`src/rtl/tsp_pkg.sv`:
```
// ----------------------------------------------------------------------------
// tsp_pkg
// Shared types, sizes and codes for the dependency-graph pass counter.
// ----------------------------------------------------------------------------
package tsp_pkg;

  localparam int MAX_NODES = 1024;
  localparam int MAX_EDGES = 4096;
  localparam int NODE_AW   = $clog2(MAX_NODES);   // node index
  localparam int EDGE_AW   = $clog2(MAX_EDGES);   // edge index
  localparam int LINK_W    = EDGE_AW + 1;         // edge index plus empty flag
  localparam int CNT_W     = 11;                  // node count / positions
  localparam int LVL_W     = 11;                  // level
  localparam int PEND_W    = EDGE_AW + 1;         // in-degree

  localparam logic [LINK_W-1:0] LINK_EMPTY = LINK_W'(MAX_EDGES);

  // operation codes of an input word
  localparam logic [1:0] OP_BEGIN = 2'd0;
  localparam logic [1:0] OP_EDGE  = 2'd1;
  localparam logic [1:0] OP_SOLVE = 2'd2;

  typedef struct packed {
    logic [1:0]  operation;
    logic [10:0] node_count;
    logic [10:0] prerequisite_node;
    logic [10:0] dependent_node;
  } in_t;

  typedef struct packed {
    logic        has_cycle;
    logic [10:0] pass_count;
    logic        edge_overflow;
  } out_t;

  // datapath commands
  typedef enum logic [4:0] {
    CMD_NOP,
    CMD_LOAD,
    CMD_SET_OVF,
    CMD_CLR_HEAD,
    CMD_EDGE_RD,
    CMD_EDGE_WR,
    CMD_SOL_CLR,
    CMD_CNT_RD,
    CMD_CNT_PR,
    CMD_CNT_WR,
    CMD_SCAN_RD,
    CMD_SCAN_CHK,
    CMD_POP,
    CMD_POP_W,
    CMD_HEAD,
    CMD_E_RD,
    CMD_E_D,
    CMD_E_UP,
    CMD_DONE
  } cmd_t;

  typedef struct packed {
    logic [1:0] item_op;
    logic       nodes_zero;
    logic       idx_last;
    logic       edges_zero;
    logic       eidx_last;
    logic       queue_empty;
    logic       head_empty;
    logic       link_empty;
    logic       edge_valid;
    logic       edge_full;
  } status_t;

endpackage

```
`src/rtl/tsp_ctrl.sv`:
```
// ----------------------------------------------------------------------------
// tsp_ctrl
// Sequencer: decodes each word and steps the datapath through loading,
// in-degree counting, the initial scan and the Kahn walk.
// ----------------------------------------------------------------------------
module tsp_ctrl (
  input  logic             clk,
  input  logic             rst,
  input  logic             start,
  input  tsp_pkg::status_t status,
  output tsp_pkg::cmd_t    cmd,
  output logic             busy
);
  import tsp_pkg::*;

  typedef enum logic [4:0] {
    ST_IDLE, ST_DECODE, ST_OVF, ST_CLR_HEAD, ST_EDGE_RD, ST_EDGE_WR,
    ST_SOL_CLR, ST_CNT_RD, ST_CNT_PR, ST_CNT_WR, ST_SCAN_RD, ST_SCAN_CHK,
    ST_POP, ST_POP_W, ST_HEAD, ST_E_RD, ST_E_D, ST_E_UP, ST_DONE
  } state_t;

  state_t state, state_next;

  // next state
  always_comb begin
    state_next = state;
    case (state)
      ST_IDLE:     if (start) state_next = ST_DECODE;
      ST_DECODE: begin
        case (status.item_op)
          OP_BEGIN: state_next = status.nodes_zero ? ST_IDLE : ST_CLR_HEAD;
          OP_EDGE: begin
            if (!status.edge_valid)    state_next = ST_IDLE;
            else if (status.edge_full) state_next = ST_OVF;
            else                       state_next = ST_EDGE_RD;
          end
          OP_SOLVE: state_next = status.nodes_zero ? ST_DONE : ST_SOL_CLR;
          default:  state_next = ST_IDLE;
        endcase
      end
      ST_OVF:      state_next = ST_IDLE;
      ST_CLR_HEAD: if (status.idx_last) state_next = ST_IDLE;
      ST_EDGE_RD:  state_next = ST_EDGE_WR;
      ST_EDGE_WR:  state_next = ST_IDLE;
      ST_SOL_CLR: begin
        if (status.idx_last) state_next = status.edges_zero ? ST_SCAN_RD : ST_CNT_RD;
      end
      ST_CNT_RD:   state_next = ST_CNT_PR;
      ST_CNT_PR:   state_next = ST_CNT_WR;
      ST_CNT_WR:   state_next = status.eidx_last ? ST_SCAN_RD : ST_CNT_RD;
      ST_SCAN_RD:  state_next = ST_SCAN_CHK;
      ST_SCAN_CHK: state_next = status.idx_last ? ST_POP : ST_SCAN_RD;
      ST_POP:      state_next = status.queue_empty ? ST_DONE : ST_POP_W;
      ST_POP_W:    state_next = ST_HEAD;
      ST_HEAD:     state_next = status.head_empty ? ST_POP : ST_E_RD;
      ST_E_RD:     state_next = ST_E_D;
      ST_E_D:      state_next = ST_E_UP;
      ST_E_UP:     state_next = status.link_empty ? ST_POP : ST_E_RD;
      ST_DONE:     state_next = ST_IDLE;
      default:     state_next = ST_IDLE;
    endcase
  end

  // state and busy flag
  always_ff @(posedge clk) begin
    if (rst) begin
      state <= ST_IDLE;
      busy  <= 1'b0;
    end else begin
      state <= state_next;
      busy  <= (state_next != ST_IDLE);
    end
  end

  // command decode
  always_comb begin
    case (state)
      ST_IDLE:     cmd = start ? CMD_LOAD : CMD_NOP;
      ST_OVF:      cmd = CMD_SET_OVF;
      ST_CLR_HEAD: cmd = CMD_CLR_HEAD;
      ST_EDGE_RD:  cmd = CMD_EDGE_RD;
      ST_EDGE_WR:  cmd = CMD_EDGE_WR;
      ST_SOL_CLR:  cmd = CMD_SOL_CLR;
      ST_CNT_RD:   cmd = CMD_CNT_RD;
      ST_CNT_PR:   cmd = CMD_CNT_PR;
      ST_CNT_WR:   cmd = CMD_CNT_WR;
      ST_SCAN_RD:  cmd = CMD_SCAN_RD;
      ST_SCAN_CHK: cmd = CMD_SCAN_CHK;
      ST_POP:      cmd = CMD_POP;
      ST_POP_W:    cmd = CMD_POP_W;
      ST_HEAD:     cmd = CMD_HEAD;
      ST_E_RD:     cmd = CMD_E_RD;
      ST_E_D:      cmd = CMD_E_D;
      ST_E_UP:     cmd = CMD_E_UP;
      ST_DONE:     cmd = CMD_DONE;
      default:     cmd = CMD_NOP;
    endcase
  end

  // busy tracks the sequencer leaving idle
  a_busy_state: assert property (@(posedge clk) disable iff (rst)
    busy == (state != ST_IDLE)) else $error("busy out of step with state");
  a_accept_busy: assert property (@(posedge clk) disable iff (rst)
    (start && !busy) |=> busy) else $error("accepted word did not set busy");
  a_load_idle: assert property (@(posedge clk) disable iff (rst)
    (cmd == CMD_LOAD) |-> (state == ST_IDLE)) else $error("load outside idle");

endmodule

```
`config.mk`:
```
export PLATFORM = sky130hd
export DESIGN_NAME = tsp_ctrl
export DESIGN_NICKNAME = d
export VERILOG_FILES = /design/src/rtl/tsp_pkg.sv /design/src/rtl/tsp_ctrl.sv
export SDC_FILE = /design/constraint.sdc
export NUM_CORES = 1
export LEC_CHECK = 0
export CAP_MARGIN = 0
export CORE_AREA = 2 2 39 41
export CTS_BUF_LIST = sky130_fd_sc_hd__clkbuf_8
export DETAILED_ROUTE_END_ITERATION = 10
export DIE_AREA = 0 0 41 43
export DONT_BUFFER_PORTS = 1
export PLACE_DENSITY_LB_ADDON = 0.15
export SLEW_MARGIN = 15
export SYNTH_ARGS = -nofsm -noshare
export SYNTH_HDL_FRONTEND = slang
export SYNTH_SLANG_ARGS = --single-unit
export TNS_END_PERCENT = 5
```
`constraint.sdc`:
```
create_clock -name clk -period 1.9 [get_ports clk]
set_input_delay 0.285 -clock clk [delete_from_list [all_inputs] [get_ports clk]]
set_output_delay 0.285 -clock clk [all_outputs]
set_load 0.03 [all_outputs]
```
# ---- Word level (Yosys, flattened, before mapping)
# Cells that the tools add are included.
dict set report classes {
  reduce_logical 3
  muxes 17
  eq_ne 20
}
# cell n
set ops {}
lappend ops {{one-hot mux 5 bit (18 select lines)} 1}
lappend ops {{one-hot mux 5 bit (16 select lines)} 1}
lappend ops {{equality test 5 x 4 -> 1 bit, second input constant} 8}
lappend ops {{two-way mux 5 bit} 5}
lappend ops {{equality test 5 x 3 -> 1 bit, second input constant} 4}
lappend ops {{equality test 5 bit, second input constant} 3}
lappend ops {{one-hot mux 5 bit (3 select lines)} 1}
lappend ops {{equality test 5 x 2 -> 1 bit, second input constant} 2}
lappend ops {{two-way mux 3 bit} 3}
lappend ops {{two-way mux 4 bit} 2}
lappend ops {{two-way mux 2 bit} 3}
lappend ops {{equality test 5 x 1 -> 1 bit, second input constant} 1}
lappend ops {{logical NOT 5 bit} 1}
lappend ops {{nonzero test 5 bit} 1}
lappend ops {{equality test 2 x 1 -> 1 bit, second input constant} 1}
lappend ops {{equality test 2 bit, second input constant} 1}
lappend ops {{logical NOT 2 bit} 1}
lappend ops {{two-way mux 1 bit} 1}
dict set report word_totals {
  in_bits 14
  elab_cells 42
  regBits 6
  output_inout_bits 6
}

# ---- Logic depth before layout (Yosys ltp)
# Gate-level depths: netlist of run 1.
dict set report logic_depth {
  ltp_word 5
  mapped_depth 7
  depth_no_buf 5
}

# ---- Least setup slack after synthesis of run 1
# OpenSTA, ideal clock, no wires.
dict set report synth_timing {
  kind {reg2reg}
  startpoint {register state[3]}
  endpoint {register busy}
  stages_incl_launch_ff 7
  setup_slack_ns 0.079
  required_ns 1.823
  arrival_time_ns 1.744
  period_less_slack_ns 1.821
  n_path_buf 1
  setup_ns 0.077
  path_cell_list {dfxtp_1 buf_2 nor2b_1 nand3_1 a211oi_1 nor3_1 a41oi_2}
}
dict set report synth_between {
  elab_chain_cells 3
  word_cells_on_any_way 21
  classes_between {eq/ne (15); mux (4); reduce/logical (2)}
}
# item line
set synth_rtl {}
lappend synth_rtl {{start: declaration} tsp_ctrl.sv:22} ;# state_t state, state_next;
lappend synth_rtl {{start signal: assignment} tsp_ctrl.sv:70} ;# state <= state_next;
lappend synth_rtl {{equality test 5 bit (tied with other cells)} tsp_ctrl.sv:27} ;# case (state)
lappend synth_rtl {{one-hot mux 5 bit (16 select lines) *} tsp_ctrl.sv:27}
lappend synth_rtl {{nonzero test 5 bit *} tsp_ctrl.sv:71} ;# busy <= (state_next != ST_IDLE);
lappend synth_rtl {{end signal: assignment} tsp_ctrl.sv:71}
lappend synth_rtl {{end: declaration} tsp_ctrl.sv:12} ;# output logic busy
# Mark *: on every way between the ends. The rest lies on a longest branch, timed or not.
# A chain may end at the register's enable or synchronous reset.

# ---- Worst setup path in the final report of run 1
dict set report layout_timing {
  startpoint {register state[3]}
  endpoint {output cmd[0]}
}
dict set report layout_between {
  elab_chain_cells 2
  word_cells_on_any_way 19
  classes_between {eq/ne (17); mux (1); reduce/logical (1)}
}
# item line
set layout_rtl {}
lappend layout_rtl {{equality test 5 bit (tied with other cells)} tsp_ctrl.sv:77} ;# case (state)
lappend layout_rtl {{one-hot mux 5 bit (18 select lines) *} tsp_ctrl.sv:77}
lappend layout_rtl {{end: declaration} tsp_ctrl.sv:11} ;# output tsp_pkg::cmd_t cmd,
# Marked as above.

==> results of run 1 <==
-- cell families after synthesis --
family          synth area share, %
mux                            1.49
simple gates                   44.8
compound gates                 25.4
buf+inv                        7.84
flops                          17.9
xor+xnor                       2.61
-- stage by stage --
stage                     std cells  instance area [um^2]  hold slack, ns
after floorplan                  93                   671           0.348
after global placement          110                   733           0.349
after detailed placement        110                   733           0.352
after CTS                       113                   774           0.116
after global routing            113                   778           0.115
final                           113                   778           0.116
-- state kept, by name (all words and copies together) (netlist names) --
signal,flops
busy,1
state,5
-- power by group through the flow --
stage	clock network, mW	registers, mW	logic [mW]
5_1_grt	0.203	0.156	0.116
3_5_place_dp	0	0.156	0.106
3_3_place_gp	0	0.156	0.104
2_1_floorplan	0	0.148	0.0873
4_1_cts	0.193	0.154	0.106
6_report	0.192	0.155	0.106
-- final cells by class --
| type | count | area share, % |
|---|---|---|
| Tap cell | 16 | 2.57 |
| Inverter | 4 | 1.93 |
| Timing Repair Buffer | 9 | 10.3 |
| Clock buffer | 3 | 5.31 |
| Multi-Input combinational cell | 75 | 64.0 |
| Sequential cell | 6 | 15.9 |
-- worst min path at each step --
stage                      end  startpoint  slack (ns)
2_1_floorplan  busy$_SDFF_PP0_         rst        0.35
3_3_place_gp   busy$_SDFF_PP0_         rst        0.35
3_5_place_dp   busy$_SDFF_PP0_         rst        0.35
4_1_cts        busy$_SDFF_PP0_         rst        0.12
5_1_grt        busy$_SDFF_PP0_         rst        0.12
6_report       busy$_SDFF_PP0_         rst        0.12
-- cells in the mapped netlist (2+ instances only) --
cell type  number
a21oi_1         3
a31oi_1         2
buf_2           6
clkbuf_1        2
dfxtp_1         6
inv_1           4
nand2_1         4
nand2b_1        2
nand3_1         3
nand4_1         4
nand4b_1        2
nor2_1         14
nor2b_1         5
nor3_1          4
nor3b_1         4
nor4b_1         2
nor4bb_1        2
o21ai_0         3
o311ai_0        3
xnor2_1         2
-- per-layer routing --
| layer | share of wire (%) | up-vias |
|---|---|---|
| li1 | - | 354 |
| met1 | 42 | 328 |
| met2 | 50 | 20 |
| met3 | 5.1 | 6 |
| met4 | 2.3 | 0 |
| met5 | 0 | - |
==> metrics.md, run 1 <==
| Metric | Value |
|---|---|
| Crit path buf inv count | `0` |
| Post-synth top area cell | `dfxtp_1` |
| Initial antenna violation count | `0` |
| Worst R2R Path Depth | `6` |
| Unrepaired setup endpoints after global routing | `false` |
| H-tree Lvls | `1` |
| GR Util met3 | `4.71%` |
| Final setup vio count | `0` |
| Area Overhead vs Synth | `16.0%` |
| DR iter-0 viols | `14` |
| Net Sw Frac | `29.6%` |
| Register area | `124 um^2` |
| Yosys warns | `0` |
| Post-DP HPWL | `1.32 mm` |
| Core Area | `1380 um^2` |
| Tot Pwr | `0.452 mW` |
| CP cell instances | `nor3_1 -> xnor2_1 -> a22o_1` |
| DR pass1 iterations | `4` |
| Slowest CP cell | `dfxtp_2` |
| Setup bufs post-CTS | `0` |
| Chip Width | `41 um` |
| Layout cells sized above 1 | `20.6%` |
| Clock network power share | `42.5%` |
| Layout Nets | `113` |
| Area share of the largest cell type after synthesis | `17.9%` |
| Fin crit period | `1.79 ns` |
| CP startpoint | `state[3]$_SDFF_PP0_` |
| Tot GR Track Use | `22.4%` |
| Die H | `43 um` |
| Max Root-Sink Buffers | `2` |
| CP top delay family | `flip-flops` |
| Seq cells post-synth | `6` |
| Commonest non-fill, non-tap cell in the layout | `nor2_1` |
| Setup crit end kind | `primary output` |
| CP Data Required Time | `1.62 ns` |
| P_leak | `0.261 nW` |
| Worst-Margin Slew | `0.522 ns` |
| Crit start category | `register` |
| Inserted Diodes | `0` |
| Post-synth ARST share | `0%` |
| EDFF count, synth | `0` |
| Drc violations | `0` |
| Status | `complete, no violations` |
| CTS-repair resized insts | `0` |
| Grt total ovfl | `0` |
| Max-slew violations | `0` |
| Root Driver | `clkbuf_8` |
| Largest net degree at the start of global routing | `16` |
| Syn Area/Cell | `7.21 um^2` |
| Synth Flop Type | `dfxtp_1` |
| Critical path's largest stage delay | `0.39 ns` |
| Num CTS Buffers | `3` |
| R2r startpoint | `state[0]$_SDFF_PP0_` |
| Worst Setup EP | `cmd[0]` |
| Hold Path Depth | `1` |
| Cells after Synth | `93` |
| R2r setup slk | `0.17 ns` |
| FILL cells | `139` |
| Total number of vias | `708` |
| Met1 Use GR | `28.0%` |
| Port Buffer Count | `0` |
| WL/cell | `14.8 um` |
| Crit Path Category | `reg2out` |
| Synth unique cells | `36` |
| Vias in the first global route | `662` |
| Post-synthesis sequential area ratio | `17.9%` |
| Setup TNS | `0 ns` |
| Power Density | `581 nW/um^2` |
| Crit Reg-Reg Endpoint | `busy$_SDFF_PP0_` |
| Commonest non-fill, non-tap cells in the layout | `nor2_1 (14), buf_4 (8), nor2b_1 (5)` |
| Clk_lat worst skew | `0.23 ns` |
| Remaining antenna violation count after routing | `0` |
| Maximum operating frequency | `559 MHz` |
| Hold-fix buffers, CTS | `0` |
| CTS tree | `yes` |
| Logic pwr share | `23.4%` |
| Initial Utilization | `48.5%` |
| Util after Layout | `56.2%` |
| Syn nets | `107` |
| WL final | `1.68 mm` |
| Top cells by area, synth | `dfxtp_1 (18%), nor2_1 (7.8%), nor2b_1 (4.7%)` |
| Slew Limit Headroom | `64.7%` |
| Mapped Area | `671 um^2` |
| Area occupied by multi-input gates | `498 um^2` |
| Part of the power in registers | `34.2%` |
| Max VDD drop | `456 uV` |
| CP arrival | `1.50 ns` |
| Gr busiest metal | `met2` |
| Io pins | `20` |
| Max Cap Violations | `0` |
| Setup Skew | `0.00602 ns` |
| Clock transition at path regs | `0.04 ns` |
| Worst Slack Setup Final | `0.111 ns` |
| Vias per cell | `6.27` |
| GP Congestion | `0.886` |
| Final Hold Viols | `0` |
| Tcrit/Tclk final | `94.2%` |
| First-pass GRT wire length | `2.75 mm` |
| Switching pwr | `0.134 mW` |
| Die area | `1760 um^2` |
| Crit path depth | `3` |
| Setup WS pre-CTS | `0.130 ns` |
| Int Pwr | `0.319 mW` |
| Met2 usage | `34.4%` |
| Rows | `14` |
| Critical-path maximum fanout | `15` |
| Worst hold path class | `in2reg` |
| CTS sink cnt | `6` |
Power figures use the tool's default switching activity.
==> inputs of run 2 (changes only) <==
Settings changed: HOLD_SLACK_MARGIN from default to 0.03, PLACE_DENSITY_LB_ADDON 0.15 to 0.05.
==> run 2 against run 1 <==
Die area stayed put; combinational power hardly changed; maximum frequency is 1.5% higher; sequential power hardly changed; total power is 1.2% lower; worst setup slack better by 0.027 ns; routed wire length is 2.6% lower; final area is 1.3% higher; clock skew is 0.0058 ns lower; count of clock-buffer cells in the layout stayed put; register-to-register slack hardly changed; critical endpoint is now cmd[4].
==> metrics.md, run 2 (synthesized netlist as in run 1, its figures left out) <==
| Metric | Value |
|---|---|
| Status | `complete, no violations` |
| Setup crit end kind | `primary output` |
| Crit Reg-Reg Endpoint | `busy$_SDFF_PP0_` |
| H-tree Lvls | `1` |
| Setup Skew | `0.000174 ns` |
| Critical-path maximum fanout | `10` |
| Root Driver | `clkbuf_8` |
| Port Buffer Count | `0` |
| Post-DP HPWL | `1.29 mm` |
| Commonest non-fill, non-tap cells in the layout | `nor2_1 (14), buf_4 (12), nor2b_1 (5)` |
| Remaining antenna violation count after routing | `0` |
| Core Area | `1380 um^2` |
| CP arrival | `1.48 ns` |
| Power Density | `567 nW/um^2` |
| Final Hold Viols | `0` |
| R2r setup slk | `0.16 ns` |
| Regs by FF count | `state: 5 flops, busy: 1 flops` |
| Largest net degree at the start of global routing | `14` |
| Total number of vias | `697` |
| Drc violations | `0` |
| Crit Path Category | `reg2out` |
| Hold-fix buffers, CTS | `0` |
| Hold path start | `rst` |
| Die area | `1760 um^2` |
| Rows | `14` |
| Worst hold path class | `in2reg` |
| Inserted Diodes | `0` |
| WL/cell | `14.1 um` |
| Number of flip-flops in the largest register | `5` |
| GP Congestion | `0.851` |
| Slowest CP cell | `dfxtp_1` |
| Io pins | `20` |
| Tcrit/Tclk final | `92.8%` |
| Setup TNS | `0 ns` |
| Worst Slack Setup Final | `0.137 ns` |
| DR iter-0 viols | `14` |
| Die H | `43 um` |
| CTS tree | `yes` |
| Gr busiest metal | `met2` |
| Final setup vio count | `0` |
| Max Cap Violations | `0` |
| Max Root-Sink Buffers | `2` |
| Num CTS Buffers | `3` |
| DR pass1 iterations | `4` |
| Critical path's largest stage delay | `0.52 ns` |
| Worst-Margin Slew | `0.428 ns` |
| Setup WS pre-CTS | `0.0986 ns` |
| GR Util met3 | `3.14%` |
| Hold Crit Endpoint | `state[0]$_SDFF_PP0_` |
| Met2 usage | `35.0%` |
| Commonest non-fill, non-tap cell in the layout | `nor2_1` |
| Max VDD drop | `412 uV` |
| Initial antenna violation count | `0` |
| Fin Hold WS | `0.127 ns` |
| Fin crit period | `1.76 ns` |
| Clock transition at path regs | `0.03 ns` |
| Max-slew violations | `0` |
| Tot GR Track Use | `23.1%` |
| Unrepaired setup endpoints after global routing | `false` |
| Hold Path Depth | `1` |
| Crit start category | `register` |
| Initial Utilization | `48.5%` |
| Largest register by flop count | `state` |
| Vias in the first global route | `651` |
| Met1 Use GR | `32.1%` |
| Worst R2R Path Depth | `6` |
| CP Data Required Time | `1.62 ns` |
| P_leak | `0.273 nW` |
| Slew Limit Headroom | `71.4%` |
| Layout cells sized above 1 | `22.0%` |
| WL final | `1.63 mm` |
| Layout Nets | `116` |
| First-pass GRT wire length | `2.88 mm` |
| Maximum operating frequency | `567 MHz` |
| R2r startpoint | `state[3]$_SDFF_PP0_` |
| Grt total ovfl | `0` |
| Area Overhead vs Synth | `17.5%` |
| Vias per cell | `6.01` |
| Clk_lat worst skew | `0.22 ns` |
| Chip Width | `41 um` |
| CP cell instances | `or3b_1 -> a21oi_1 -> buf_4` |
| CTS sink cnt | `6` |
[run 2: worst max path at each step]
stage                                    from              end  slack, ns  cells past startpoint
final                     state[4]$_SDFF_PP0_           cmd[4]       0.14                      3
after global routing      state[4]$_SDFF_PP0_           cmd[4]       0.02                      3
after CTS                 state[2]$_SDFF_PP0_  busy$_SDFF_PP0_       0.07                      6
after detailed placement  state[2]$_SDFF_PP0_  busy$_SDFF_PP0_        0.1                      6
after global placement    state[3]$_SDFF_PP0_  busy$_SDFF_PP0_       0.02                      6
after floorplan           state[3]$_SDFF_PP0_  busy$_SDFF_PP0_       0.08                      6
[run 2: layout make-up]
cell class                      count  area, um^2
Sequential cell                     6         123
Fill cell                         135         596
Tap cell                           16        20.0
Inverter                            4        15.0
Clock buffer                        3        41.3
Multi-Input combinational cell     75         499
Timing Repair Buffer               12        90.1
[run 2: critical path, delay by kind of cell (launching register included)]
kind	cells	cell delay, ns
flip-flops	1	0.52
AND/OR/NAND/NOR	1	0.43
AO/OA/AOI/OAI	1	0.14
buffers and inverters	1	0.18
[run 2: report_power, final]
group          switching [mW]  internal (mW)
Sequential             0.0213          0.136
Clock                  0.0490          0.136
Combinational          0.0567         0.0486
[run 2: routing by layer]
| metal | vias to the layer above | routed length [um] |
|---|---|---|
| li1 | 368 | - |
| met1 | 314 | 747 |
| met2 | 15 | 810 |
| met3 | 0 | 75 |
| met4 | 0 | 0 |
| met5 | - | 0 |
[run 2: stage by stage]
step	area [um^2]	std cells	power [mW]	util, %
global route	788	116	0.473	57.0
detailed placement	743	113	0.262	53.7
global placement	743	113	0.262	53.7
CTS	785	116	0.453	56.7
finish	788	116	0.447	57.0
floorplan	671	93	0.235	-
[run 2: timing repair]
action | in CTS | in global routing
setup buffers | 0 | 0
endpoints found under the setup margin | 0 | 1
gates resized for setup | 0 | 4
